### src/hdl/cqs_pkg.sv
// shared types and constants for the circular queue with search
`timescale 1ns / 1ps

package cqs_pkg;

  localparam int unsigned DEPTH_DEFAULT = 8;
  localparam int unsigned DATA_W        = 32;
  localparam int unsigned MODE_W        = 2;
  localparam int unsigned POS_W         = 4;

  typedef enum logic [MODE_W-1:0] {
    MODE_ENQ,
    MODE_DEQ,
    MODE_SEARCH,
    MODE_DISPLAY
  } mode_e;

  typedef enum logic [1:0] {
    STAT_OK,
    STAT_FULL,
    STAT_EMPTY,
    STAT_NOT_FOUND
  } status_e;

  typedef enum logic [1:0] {
    ST_IDLE,
    ST_EVAL,
    ST_SEND
  } state_e;

  typedef struct packed {
    status_e                  status;
    logic signed [DATA_W-1:0] data;
    logic [POS_W-1:0]         position;
    logic                     last;
  } result_t;

endpackage

### src/hdl/cqs_mem.sv
// entry storage: one write port, one read port with registered read data
`timescale 1ns / 1ps

module cqs_mem #(
  parameter int unsigned DEPTH = cqs_pkg::DEPTH_DEFAULT,
  parameter int unsigned IW    = $clog2(DEPTH)
) (
  input  logic                             clk_i,
  input  logic                             we_i,
  input  logic [IW-1:0]                    waddr_i,
  input  logic signed [cqs_pkg::DATA_W-1:0] wdata_i,
  input  logic [IW-1:0]                    raddr_i,
  output logic signed [cqs_pkg::DATA_W-1:0] rdata_o
);
  import cqs_pkg::*;

  logic signed [DATA_W-1:0] mem_q [DEPTH];

  always_ff @(posedge clk_i) begin
    if (we_i) begin
      mem_q[waddr_i] <= wdata_i;
    end
  end

  // read-first: a read in the same cycle as a write to that entry returns the old contents
  always_ff @(posedge clk_i) begin
    rdata_o <= mem_q[raddr_i];
  end

endmodule

### src/hdl/cqs_out.sv
// output register between the sequencer and the result stream
`timescale 1ns / 1ps

module cqs_out (
  input  logic             clk_i,
  input  logic             rst_ni,
  input  logic             push_valid_i,
  output logic             push_ready_o,
  input  cqs_pkg::result_t push_res_i,
  output logic             valid_o,
  input  logic             ready_i,
  output cqs_pkg::result_t res_o
);
  import cqs_pkg::*;

  logic    valid_q, valid_d;
  result_t res_q;

  assign push_ready_o = !valid_q || ready_i;

  always_comb begin
    valid_d = valid_q;
    if (push_ready_o) begin
      valid_d = push_valid_i;
    end
  end

  always_ff @(posedge clk_i or negedge rst_ni) begin
    if (!rst_ni) begin
      valid_q <= 1'b0;
    end else begin
      valid_q <= valid_d;
    end
  end

  always_ff @(posedge clk_i) begin
    if (push_ready_o && push_valid_i) begin
      res_q <= push_res_i;
    end
  end

  assign valid_o = valid_q;
  assign res_o   = res_q;

endmodule

### src/hdl/cqs_ctrl.sv
// sequencer: queue pointers, request decode and the search / display walk
`timescale 1ns / 1ps

module cqs_ctrl #(
  parameter int unsigned DEPTH = cqs_pkg::DEPTH_DEFAULT,
  parameter int unsigned IW    = $clog2(DEPTH)
) (
  input  logic                              clk_i,
  input  logic                              rst_ni,
  input  logic                              req_valid_i,
  output logic                              req_ready_o,
  input  cqs_pkg::mode_e                    req_mode_i,
  input  logic signed [cqs_pkg::DATA_W-1:0] req_value_i,
  input  logic signed [cqs_pkg::DATA_W-1:0] req_key_i,
  output logic                              mem_we_o,
  output logic [IW-1:0]                     mem_waddr_o,
  output logic signed [cqs_pkg::DATA_W-1:0] mem_wdata_o,
  output logic [IW-1:0]                     mem_raddr_o,
  input  logic signed [cqs_pkg::DATA_W-1:0] mem_rdata_i,
  output logic                              res_valid_o,
  input  logic                              res_ready_i,
  output cqs_pkg::result_t                  res_o
);
  import cqs_pkg::*;

  localparam int unsigned CW = $clog2(DEPTH + 1);
  localparam int unsigned PW = (CW > POS_W) ? CW : POS_W;
  localparam logic [IW-1:0] LastIdx = IW'(DEPTH - 1);

  state_e                   state_q, state_d;
  logic [IW-1:0]            head_q, head_d, tail_q, tail_d, idx_q, idx_d;
  logic                     empty_q, empty_d;
  logic [CW-1:0]            count_q, count_d, n_q, n_d;
  mode_e                    mode_q, mode_d;
  logic signed [DATA_W-1:0] key_q, key_d;
  result_t                  res_q, res_d;

  logic [IW-1:0] head_next, tail_next, idx_next;
  logic [CW-1:0] count_now, n_inc;
  logic [PW-1:0] pos_ext;
  logic          full, match, walk_end;

  assign head_next = (head_q == LastIdx) ? '0 : head_q + 1'b1;
  assign tail_next = (tail_q == LastIdx) ? '0 : tail_q + 1'b1;
  assign idx_next  = (idx_q == LastIdx) ? '0 : idx_q + 1'b1;

  // number of stored entries
  always_comb begin
    if (empty_q) begin
      count_now = '0;
    end else if (tail_q >= head_q) begin
      count_now = CW'(tail_q - head_q) + 1'b1;
    end else begin
      count_now = CW'(DEPTH) - CW'(head_q) + CW'(tail_q) + 1'b1;
    end
  end

  assign full     = (count_now == CW'(DEPTH));
  assign n_inc    = n_q + 1'b1;
  assign pos_ext  = PW'(n_inc);
  assign match    = (mem_rdata_i == key_q);
  assign walk_end = (n_inc == count_q);

  // next state
  always_comb begin
    state_d = state_q;
    unique case (state_q)
      ST_IDLE: begin
        if (req_valid_i) begin
          state_d = (req_mode_i == MODE_ENQ || empty_q) ? ST_SEND : ST_EVAL;
        end
      end
      ST_EVAL: begin
        if (mode_q == MODE_SEARCH && !match && !walk_end) begin
          state_d = ST_EVAL;
        end else begin
          state_d = ST_SEND;
        end
      end
      ST_SEND: begin
        if (res_ready_i) begin
          state_d = res_q.last ? ST_IDLE : ST_EVAL;
        end
      end
      default: state_d = ST_IDLE;
    endcase
  end

  // datapath and outputs
  always_comb begin
    head_d      = head_q;
    tail_d      = tail_q;
    empty_d     = empty_q;
    idx_d       = idx_q;
    n_d         = n_q;
    count_d     = count_q;
    mode_d      = mode_q;
    key_d       = key_q;
    res_d       = res_q;
    mem_we_o    = 1'b0;
    mem_waddr_o = tail_next;
    mem_wdata_o = req_value_i;
    unique case (state_q)
      ST_IDLE: begin
        if (req_valid_i) begin
          mode_d  = req_mode_i;
          key_d   = req_key_i;
          idx_d   = head_q;
          n_d     = '0;
          count_d = count_now;
          res_d   = '{status: STAT_EMPTY, data: '0, position: '0, last: 1'b1};
          if (req_mode_i == MODE_ENQ) begin
            if (full) begin
              res_d.status = STAT_FULL;
            end else begin
              mem_we_o     = 1'b1;
              res_d.status = STAT_OK;
              empty_d      = 1'b0;
              if (empty_q) begin
                head_d      = '0;
                tail_d      = '0;
                mem_waddr_o = '0;
              end else begin
                tail_d = tail_next;
              end
            end
          end
        end
      end
      ST_EVAL: begin
        res_d = '{status: STAT_OK, data: '0, position: '0, last: 1'b1};
        unique case (mode_q)
          MODE_DEQ: begin
            res_d.data = mem_rdata_i;
            if (head_q == tail_q) begin
              head_d  = '0;
              tail_d  = '0;
              empty_d = 1'b1;
            end else begin
              head_d = head_next;
            end
          end
          MODE_SEARCH: begin
            if (match) begin
              res_d.position = pos_ext[POS_W-1:0];
            end else if (walk_end) begin
              res_d.status = STAT_NOT_FOUND;
            end else begin
              n_d   = n_inc;
              idx_d = idx_next;
            end
          end
          MODE_DISPLAY: begin
            res_d.data = mem_rdata_i;
            res_d.last = walk_end;
          end
          MODE_ENQ: begin
            res_d = res_q;
          end
          default: res_d = res_q;
        endcase
      end
      ST_SEND: begin
        // display: step to the next entry once this one is taken
        if (res_ready_i && !res_q.last) begin
          idx_d = idx_next;
          n_d   = n_inc;
        end
      end
      default: ;
    endcase
  end

  // read address follows the next walk index, so the registered read data lines up with the current index
  assign mem_raddr_o = idx_d;
  assign req_ready_o = (state_q == ST_IDLE);
  assign res_valid_o = (state_q == ST_SEND);
  assign res_o       = res_q;

  always_ff @(posedge clk_i or negedge rst_ni) begin
    if (!rst_ni) begin
      state_q <= ST_IDLE;
      head_q  <= '0;
      tail_q  <= '0;
      empty_q <= 1'b1;
    end else begin
      state_q <= state_d;
      head_q  <= head_d;
      tail_q  <= tail_d;
      empty_q <= empty_d;
    end
  end

  always_ff @(posedge clk_i) begin
    idx_q   <= idx_d;
    n_q     <= n_d;
    count_q <= count_d;
    mode_q  <= mode_d;
    key_q   <= key_d;
    res_q   <= res_d;
  end

endmodule

### src/hdl/circular_queue_with_search_unit.sv
// top level of the circular queue with search and display
`timescale 1ns / 1ps

// circular FIFO of signed 32-bit values, DEPTH entries in a synchronous memory
// request channel (s_axis): tuser carries the operation (enqueue, dequeue,
//   search, display), tdata the value to store and the key to look for
// result channel (m_axis): tdata carries status, data and position, tlast
//   marks the final result of a request; display gives one result per entry
// one request is worked on at a time; s_axis_tready_o is high only when idle
// sequencing, with a free result channel:
//   enqueue, full or empty cases: idle, then send
//   dequeue: idle, evaluate (one memory read), then send
//   search: idle, evaluate repeated for each entry compared (up to DEPTH entries), then send
//   display: idle, then evaluate and send for each entry in turn, with one memory read per entry
// an output register parts the sequencer from the result channel; when the
//   receiver stalls, results wait there and the sequencer holds its own
// reset empties the queue (pointers to zero); memory contents are not cleared
//   and an entry's contents are never used before it is written
module circular_queue_with_search_unit #(
  parameter int unsigned DEPTH = cqs_pkg::DEPTH_DEFAULT
) (
  input  logic        clk_i,
  input  logic        rst_ni,
  // request channel
  input  logic        s_axis_tvalid_i,
  output logic        s_axis_tready_o,
  input  logic [63:0] s_axis_tdata_i,   // [31:0] value, [63:32] key
  input  logic [1:0]  s_axis_tuser_i,   // [1:0] mode
  // result channel
  output logic        m_axis_tvalid_o,
  input  logic        m_axis_tready_i,
  output logic [39:0] m_axis_tdata_o,   // [1:0] status, [33:2] data, [37:34] position, 0 pad
  output logic        m_axis_tlast_o    // last result of a request
);
  import cqs_pkg::*;

  localparam int unsigned IW = $clog2(DEPTH);

  // memory port between sequencer and storage
  logic                     mem_we;
  logic [IW-1:0]            mem_waddr, mem_raddr;
  logic signed [DATA_W-1:0] mem_wdata, mem_rdata;

  // sequencer to output register
  logic    push_valid, push_ready;
  result_t push_res, out_res;

  cqs_ctrl #(
    .DEPTH(DEPTH),
    .IW   (IW)
  ) u_ctrl (
    .clk_i       (clk_i),
    .rst_ni      (rst_ni),
    .req_valid_i (s_axis_tvalid_i),
    .req_ready_o (s_axis_tready_o),
    .req_mode_i  (mode_e'(s_axis_tuser_i)),
    .req_value_i (s_axis_tdata_i[31:0]),
    .req_key_i   (s_axis_tdata_i[63:32]),
    .mem_we_o    (mem_we),
    .mem_waddr_o (mem_waddr),
    .mem_wdata_o (mem_wdata),
    .mem_raddr_o (mem_raddr),
    .mem_rdata_i (mem_rdata),
    .res_valid_o (push_valid),
    .res_ready_i (push_ready),
    .res_o       (push_res)
  );

  cqs_mem #(
    .DEPTH(DEPTH),
    .IW   (IW)
  ) u_mem (
    .clk_i   (clk_i),
    .we_i    (mem_we),
    .waddr_i (mem_waddr),
    .wdata_i (mem_wdata),
    .raddr_i (mem_raddr),
    .rdata_o (mem_rdata)
  );

  cqs_out u_out (
    .clk_i        (clk_i),
    .rst_ni       (rst_ni),
    .push_valid_i (push_valid),
    .push_ready_o (push_ready),
    .push_res_i   (push_res),
    .valid_o      (m_axis_tvalid_o),
    .ready_i      (m_axis_tready_i),
    .res_o        (out_res)
  );

  // pack result fields, status in the lowest bits
  assign m_axis_tdata_o = {2'b0, out_res.position, out_res.data, out_res.status};
  assign m_axis_tlast_o = out_res.last;

endmodule
### config.mk
export PLATFORM = sky130hd
export DESIGN_NAME = circular_queue_with_search_unit
export DESIGN_NICKNAME = d
export VERILOG_FILES = /design/src/hdl/cqs_pkg.sv /design/src/hdl/cqs_mem.sv /design/src/hdl/cqs_out.sv /design/src/hdl/cqs_ctrl.sv /design/src/hdl/circular_queue_with_search_unit.sv
export SDC_FILE = /design/constraint.sdc
export NUM_CORES = 1
export LEC_CHECK = 0
export ABC_AREA = 1
export CAP_MARGIN = 10
export CORE_UTILIZATION = 64
export CTS_BUF_LIST = sky130_fd_sc_hd__clkbuf_8
export CTS_CLUSTER_SIZE = 10
export DETAILED_ROUTE_END_ITERATION = 7
export DONT_BUFFER_PORTS = 1
export PLACE_DENSITY = 0.9
export SYNTH_ARGS = -nofsm -noshare
export SYNTH_HDL_FRONTEND = slang
export SYNTH_SLANG_ARGS = --single-unit
### constraint.sdc
create_clock -name clk_i -period 7.5 [get_ports clk_i]
set_input_delay 2.25 -clock clk_i [delete_from_list [all_inputs] [get_ports clk_i]]
set_output_delay 2.25 -clock clk_i [all_outputs]
set_load 0.05 [all_outputs]
# Yosys cells after proc, flatten, opt, wreduce, memory -nomap -nowiden
# Memory sizes are Yosys's and may differ from the RTL's. A register that Yosys moved wholly into a read port is not among the register bits.
# Index checks and enable logic that the tools add are counted.
# word_totals
register_bits	133
latch_bits	0
mem_bits_rw	256
mem_bits_ro	0
in_bits	70
out_inout_bits	43
word_cells	139
n_memories	1
# memory_table
memory	depth	width	rd	rd_clocked_by_memory_dff	wr	line_no	source
u_mem.mem_q	8	32	1	1	1	cqs_mem.sv:17	logic signed [DATA_W-1:0] mem_q [DEPTH];
# classes
addsub	9
n_mul	0
n_div	0
order_cmp	1
n_eq_ne	24
shift	0
muxes	64
bitwise_logic	0
reduce_logical	22
# ops
cell	n
$pmux W39 S2	1
$mux W3	24
$pmux W32 S2	1
$mux W39	1
$eq A32 B32 Y1	1
$mux W4	8
$reduce_and A6 Y1	3
$ne A2 B2 Y1 const B	8
$mux W2	7
$mux W1	13
$add A4 B1 Y4 const B	3
$pmux W3 S2	2
$pmux W4 S3	1
$add A3 B1 Y3 const B	3
$eq A3 B3 Y1 const B	3
$pmux W3 S3	1
$ne A2 B1 Y1 const B	4
$pmux W4 S2	1
$eq A2 B2 Y1 const B	3
$logic_not A2 Y1	3
$pmux W2 S3	1
$add A4 B3 Y4	1
$eq A2 B1 Y1 const B	2
$eq A4 B4 Y1	1
other kinds (15)	24

# Logic depth before layout (Yosys ltp)
# depth
ltp_word	12
ltp_mapped	19
ltp_nobuf	17

# Cells and area by module
# A second synthesis with hierarchy kept.
# hier_totals
cells_unflattened	1671
hier_area_um2	17794.6
# modules_own_cells
module	n_inst	cells_each	area_per_inst_um2	seq_area_each_um2
cqs_mem	1	1156	11872.6	8328.0
cqs_ctrl	1	467	4687.0	2718.9
cqs_out	1	45	1216.2	1196.1
circular_queue_with_search_unit	1	3	18.8	0.0

# Worst setup path before layout
# OpenSTA, ideal clock, no wires.
# synth_path
path_kind	input to register
start	in s_axis_tvalid_i
end	mem u_mem.mem_q[2][0] (enable)
setup_time_ps	421
arrival_ps	5118
t_required_ps	7079
setup_slack_ps	1961
cell_stages	6
path_buffers	0
path_cell_list	nand2_1 -> inv_1 -> nand3_1 -> nand2_1 -> nand4_1 -> nor2_1
# synth_via
elab_chain_len	4
elab_cells_between_ends	6
cone_classes	6 x mux
# synth_lines
item	line_no	source
start, declared	circular_queue_with_search_unit.sv:25	input logic s_axis_tvalid_i,
$mux W1	cqs_ctrl.sv:105	if (req_valid_i) begin
$mux W1	cqs_ctrl.sv:103	unique case (state_q)
$mux W1	cqs_mem.sv:20	if (we_i) begin
$mux W1 (implied by the code)	cqs_mem.sv:21	mem_q[waddr_i] <= wdata_i;
end, declared	cqs_mem.sv:17	
# Several ways; a longest one is shown, not always the timed one.

# Worst setup path after layout
# layout_path
start	in s_axis_tvalid_i
end	reg u_mem.rdata_o[26] (netlist bit), read port of u_mem.mem_q
# layout_via
elab_chain_len	2
# layout_lines
item	line_no	source
$mux W3	cqs_ctrl.sv:105	
$pmux W3 S3	cqs_ctrl.sv:103	
end, declared	cqs_mem.sv:13	output logic signed [cqs_pkg::DATA_W-1:0] rdata_o
# No other way between the ends.
# A chain may end at the register's enable or synchronous reset.

==> impl_metrics.csv <==
group,metric,value,unit
run_status,status,"finished, final reports clean",
logic_synthesis,netlist_area,0.01806,mm²
logic_synthesis,syn_area_per_cell,10.96,µm²
sta,fin_crit,5.101,ns
routing,drc_errors,0,
worst_setup_path,critPathLaunchType,"input port",
power_and_ir_drop,ir_drop,0.0002519,V
logic_synthesis,synthDistinctLibCells,39,
worst_setup_path,cp-end-kind,"register",
worst_setup_path,cp.arrival,5.56,ns
placement,port_buffers,0,
clocking,path_clk_slew,0.07,ns
logic_synthesis,synth.area.top_cells,"edfxtp_1 (63%), nand2_1 (7.7%), inv_1 (7.0%)",
logic_synthesis,synth_seq_cells,421,
global_route,grt_first_pass_wirelength,59260,µm
global_route,grt_max_degree,91,
clocking,clockRootBuffer,"clkbuf_8",
clocking,cts_inserted_buffers,66,
routing,vias_per_cell,5.581,
floorplan,initial_utilization,65.00,%
global_route,grt_pass1_vias,11670,
cells_and_area,syn_to_final_growth,7.892,%
floorplan,num_rows,61,
worst_hold_path,holdPathStages,0,
placement,pre_cts_slack,1.971,ns
sta,max_freq,196.0,MHz
sta,rsz0062_at_grt,"no",
cells_and_area,num-nets-final,1744,
floorplan,die-width,170.0,µm
worst_setup_path,r2r-end,"u_mem.rdata_o[26]$_DFF_P_",
sta,setup_ws,2.399,ns
power_and_ir_drop,leakage,8.440,nW
power_and_ir_drop,powerDensity,420.4,mW/mm²
sta,tightest_slew,1.239,ns
floorplan,die_height,170.0,µm
floorplan,core,0.02778,mm²
clocking,cts_num_sinks,421,
worst_setup_path,path_cells,"nand2_1, inv_1, buf_4, a22oi_1, nand3_1, inv_1, nand3_4, nand2_4, buf_4, nand2_1, nand3_2, nand2_1, nand2_1, nand2_1",
cells_and_area,drive_above_1_share,10.32,%
power_and_ir_drop,finalPower,8.191,mW
routing,wire_per_inst,18.25,µm
job,drv_cap,0,
sta,slew_headroom,17.21,%
sta,skew,0.02635,ns
sta,hold_viol,0,
logic_synthesis,async_flop_share,2.375,%
routing,drt-pass1-iter-count,6,
logic_synthesis,yosysSeqAreaShare,67.80,%
worst_setup_path,required,7.96,ns
routing,ant_nets,0,
worst_setup_path,slowest_stage,"nand2_4",
worst_hold_path,whs_endpoint,"u_out.res_o[3]$_DFFE_PP_",
worst_setup_path,worstSetupPathType,"in -> reg",
placement,place.gp.congestion,0.9089,
clocking,ctsResizeCount,0,
logic_synthesis,ys.flop_type,"edfxtp_1",
worst_setup_path,cpMostUsedCell,"nand2_1",
clocking,ctsLongestPathBuffers,3,
logic_synthesis,synth_area_leader_cell,"edfxtp_1",
worst_setup_path,cp_max_fo,67,
logic_synthesis,synth-edff-count,376,
clocking,cts_setup_buffers,0,
sta,post-route-period-util,68.01,%
routing,wl,38050,µm
global_route,grt_usage,27.00,%
clocking,hold_buffers,0,
worst_setup_path,r2r_slack,3.06,ns
routing,dr_total_vias,11640,
routing,dr.first_iter.drc_count,1483,
sta,hold_ws,0.4154,ns
global_route,antenna_found_initial,1,
sta,fin_setup_tns,0,ns
floorplan,die_area,0.02889,mm²
global_route,gr-total-overflow,0,
floorplan,pin_count,113,
worst_setup_path,cp_top_family,"simple AND/OR/NAND/NOR gates",
logic_synthesis,synthCells,1647,
sta,setup_viol,0,
worst_hold_path,min_from,"u_ctrl.res_o[3]$_SDFFCE_PN0P_",
worst_setup_path,r2r_cells,16,
clocking,clk_latency,0.58,ns
worst_setup_path,critPathBufInv,4,
sta,drv_slew,0,
logic_synthesis,yosys.area.top_type_share,62.52,%
placement,dp_hpwl,23060,µm
clocking,htreeDepth,3,
logic_synthesis,ys.warnings.count,0,
clocking,cts_tree,"done",
worst_setup_path,reg2reg_from,"u_ctrl.state_q[0]$_DFFE_PN0P_",
worst_hold_path,hold_path_class,"reg -> reg",
worst_setup_path,max_stage_delay,0.76,ns
[flip-flops by register name (all words and copies together) (netlist names), 3 cells and up]
register and cells:
u_ctrl.head_q 3, u_mem.mem_q 256, u_ctrl.key_q 32, u_ctrl.res_o 39, u_out.res_o 39, u_ctrl.idx_q 3
u_ctrl.tail_q 3, u_ctrl.n_q 4, u_ctrl.count_q 4, u_mem.rdata_o 32
[metal layers]
layer	global-route usage, %	up-vias	wire (µm)
met5	0	-	0
met4	11.71	0	1123
met3	4.953	101	3790
met2	45.03	693	18460
met1	34.80	5497	14680
li1	-	5345	-
[placed cells by master (no fill, tap or decap), types with 2 or more instances in the layout]
| master | instances |
|---|---|
| edfxtp_1 | 376 |
| nand2_1 | 368 |
| inv_1 | 354 |
| nand3_1 | 219 |
| clkbuf_8 | 68 |
| nor2_1 | 64 |
| nand3_2 | 50 |
| dfxtp_1 | 35 |
| xnor2_1 | 24 |
| ha_1 | 17 |
| clkinv_1 | 14 |
| o21ai_0 | 13 |
| nor2_4 | 10 |
| nand4_1 | 9 |
| dfrtp_1 | 9 |
| inv_2 | 8 |
| clkinv_2 | 8 |
| a21oi_1 | 7 |
| buf_4 | 7 |
| nor3_1 | 5 |
| nand2_2 | 5 |
| inv_6 | 5 |
| o211ai_1 | 3 |
| o22ai_1 | 2 |
| nand3b_1 | 2 |
| a21oi_4 | 2 |
| nand3_4 | 2 |
| nand2_4 | 2 |
| o21ai_4 | 2 |
| conb_1 | 2 |
| inv_8 | 2 |
[metrics by stage]
| stage | util, % | cell area (µm²) | std cells |
|---|---|---|---|
| after global routing | 70.12 | 19480 | 2084 |
| after global placement | 65.79 | 18280 | 1966 |
| after detailed placement | 65.79 | 18280 | 1966 |
| after CTS | 70.12 | 19480 | 2084 |
| after floorplan | - | 18060 | 1648 |
| final | 70.13 | 19480 | 2085 |
[cells in the mapped netlist (2+ instances only)]
| master | count |
|---|---|
| o211ai_1 | 3 |
| o22ai_1 | 2 |
| edfxtp_1 | 376 |
| inv_2 | 8 |
| nand3b_1 | 2 |
| a21oi_1 | 7 |
| buf_2 | 37 |
| xnor2_1 | 24 |
| o21ai_0 | 13 |
| a21oi_4 | 2 |
| buf_12 | 5 |
| nand2_1 | 369 |
| nand4_1 | 9 |
| dfrtp_1 | 9 |
| buf_4 | 6 |
| ha_1 | 17 |
| nand3_2 | 51 |
| clkbuf_1 | 18 |
| nand3_1 | 219 |
| dfxtp_1 | 35 |
| nand2_2 | 6 |
| nor3_1 | 5 |
| nor2_1 | 74 |
| inv_1 | 335 |
[cell type report]
cell class / instances / area [µm²]
Inverter: 343 / 1287
Clock inverter: 50 / 267.8
Fill cell: 1816 / 8298
Timing Repair Buffer: 7 / 52.55
Multi-Input combinational cell: 817 / 4222
Clock buffer: 68 / 935.9
Tap cell: 378 / 473.0
Sequential cell: 421 / 12240
Antenna cell: 1 / 2.502
[how the worst max path moves through the flow]
stage,from,endpoint,depth (start not counted)
3_3_place_gp,s_axis_tvalid_i,u_mem.rdata_o[30]$_DFF_P_,14
3_5_place_dp,s_axis_tvalid_i,u_mem.rdata_o[27]$_DFF_P_,14
6_report,s_axis_tvalid_i,u_mem.rdata_o[26]$_DFF_P_,14
2_1_floorplan,s_axis_tvalid_i,u_mem.mem_q[2][0]$_DFFE_PP_,6
4_1_cts,s_axis_tvalid_i,u_mem.rdata_o[27]$_DFF_P_,14
5_1_grt,s_axis_tvalid_i,u_mem.rdata_o[27]$_DFF_P_,14
[power breakdown]
part,switching (mW),internal (mW),leakage (nW)
clock,0.886,0.893,0.692
combinational,2.07,0.838,3.88
sequential,0.441,3.06,3.87
total,3.40,4.79,8.44
[cell families after synthesis]
kind of cell | synth area share (%)
compound gates | 1.219
xor+xnor | 1.212
fa+ha+maj | 1.289
buf+inv | 9.416
flops | 67.80
other cells | 0.02077
simple gates | 19.05
No activity file was read; power rests on OpenSTA's default activity.
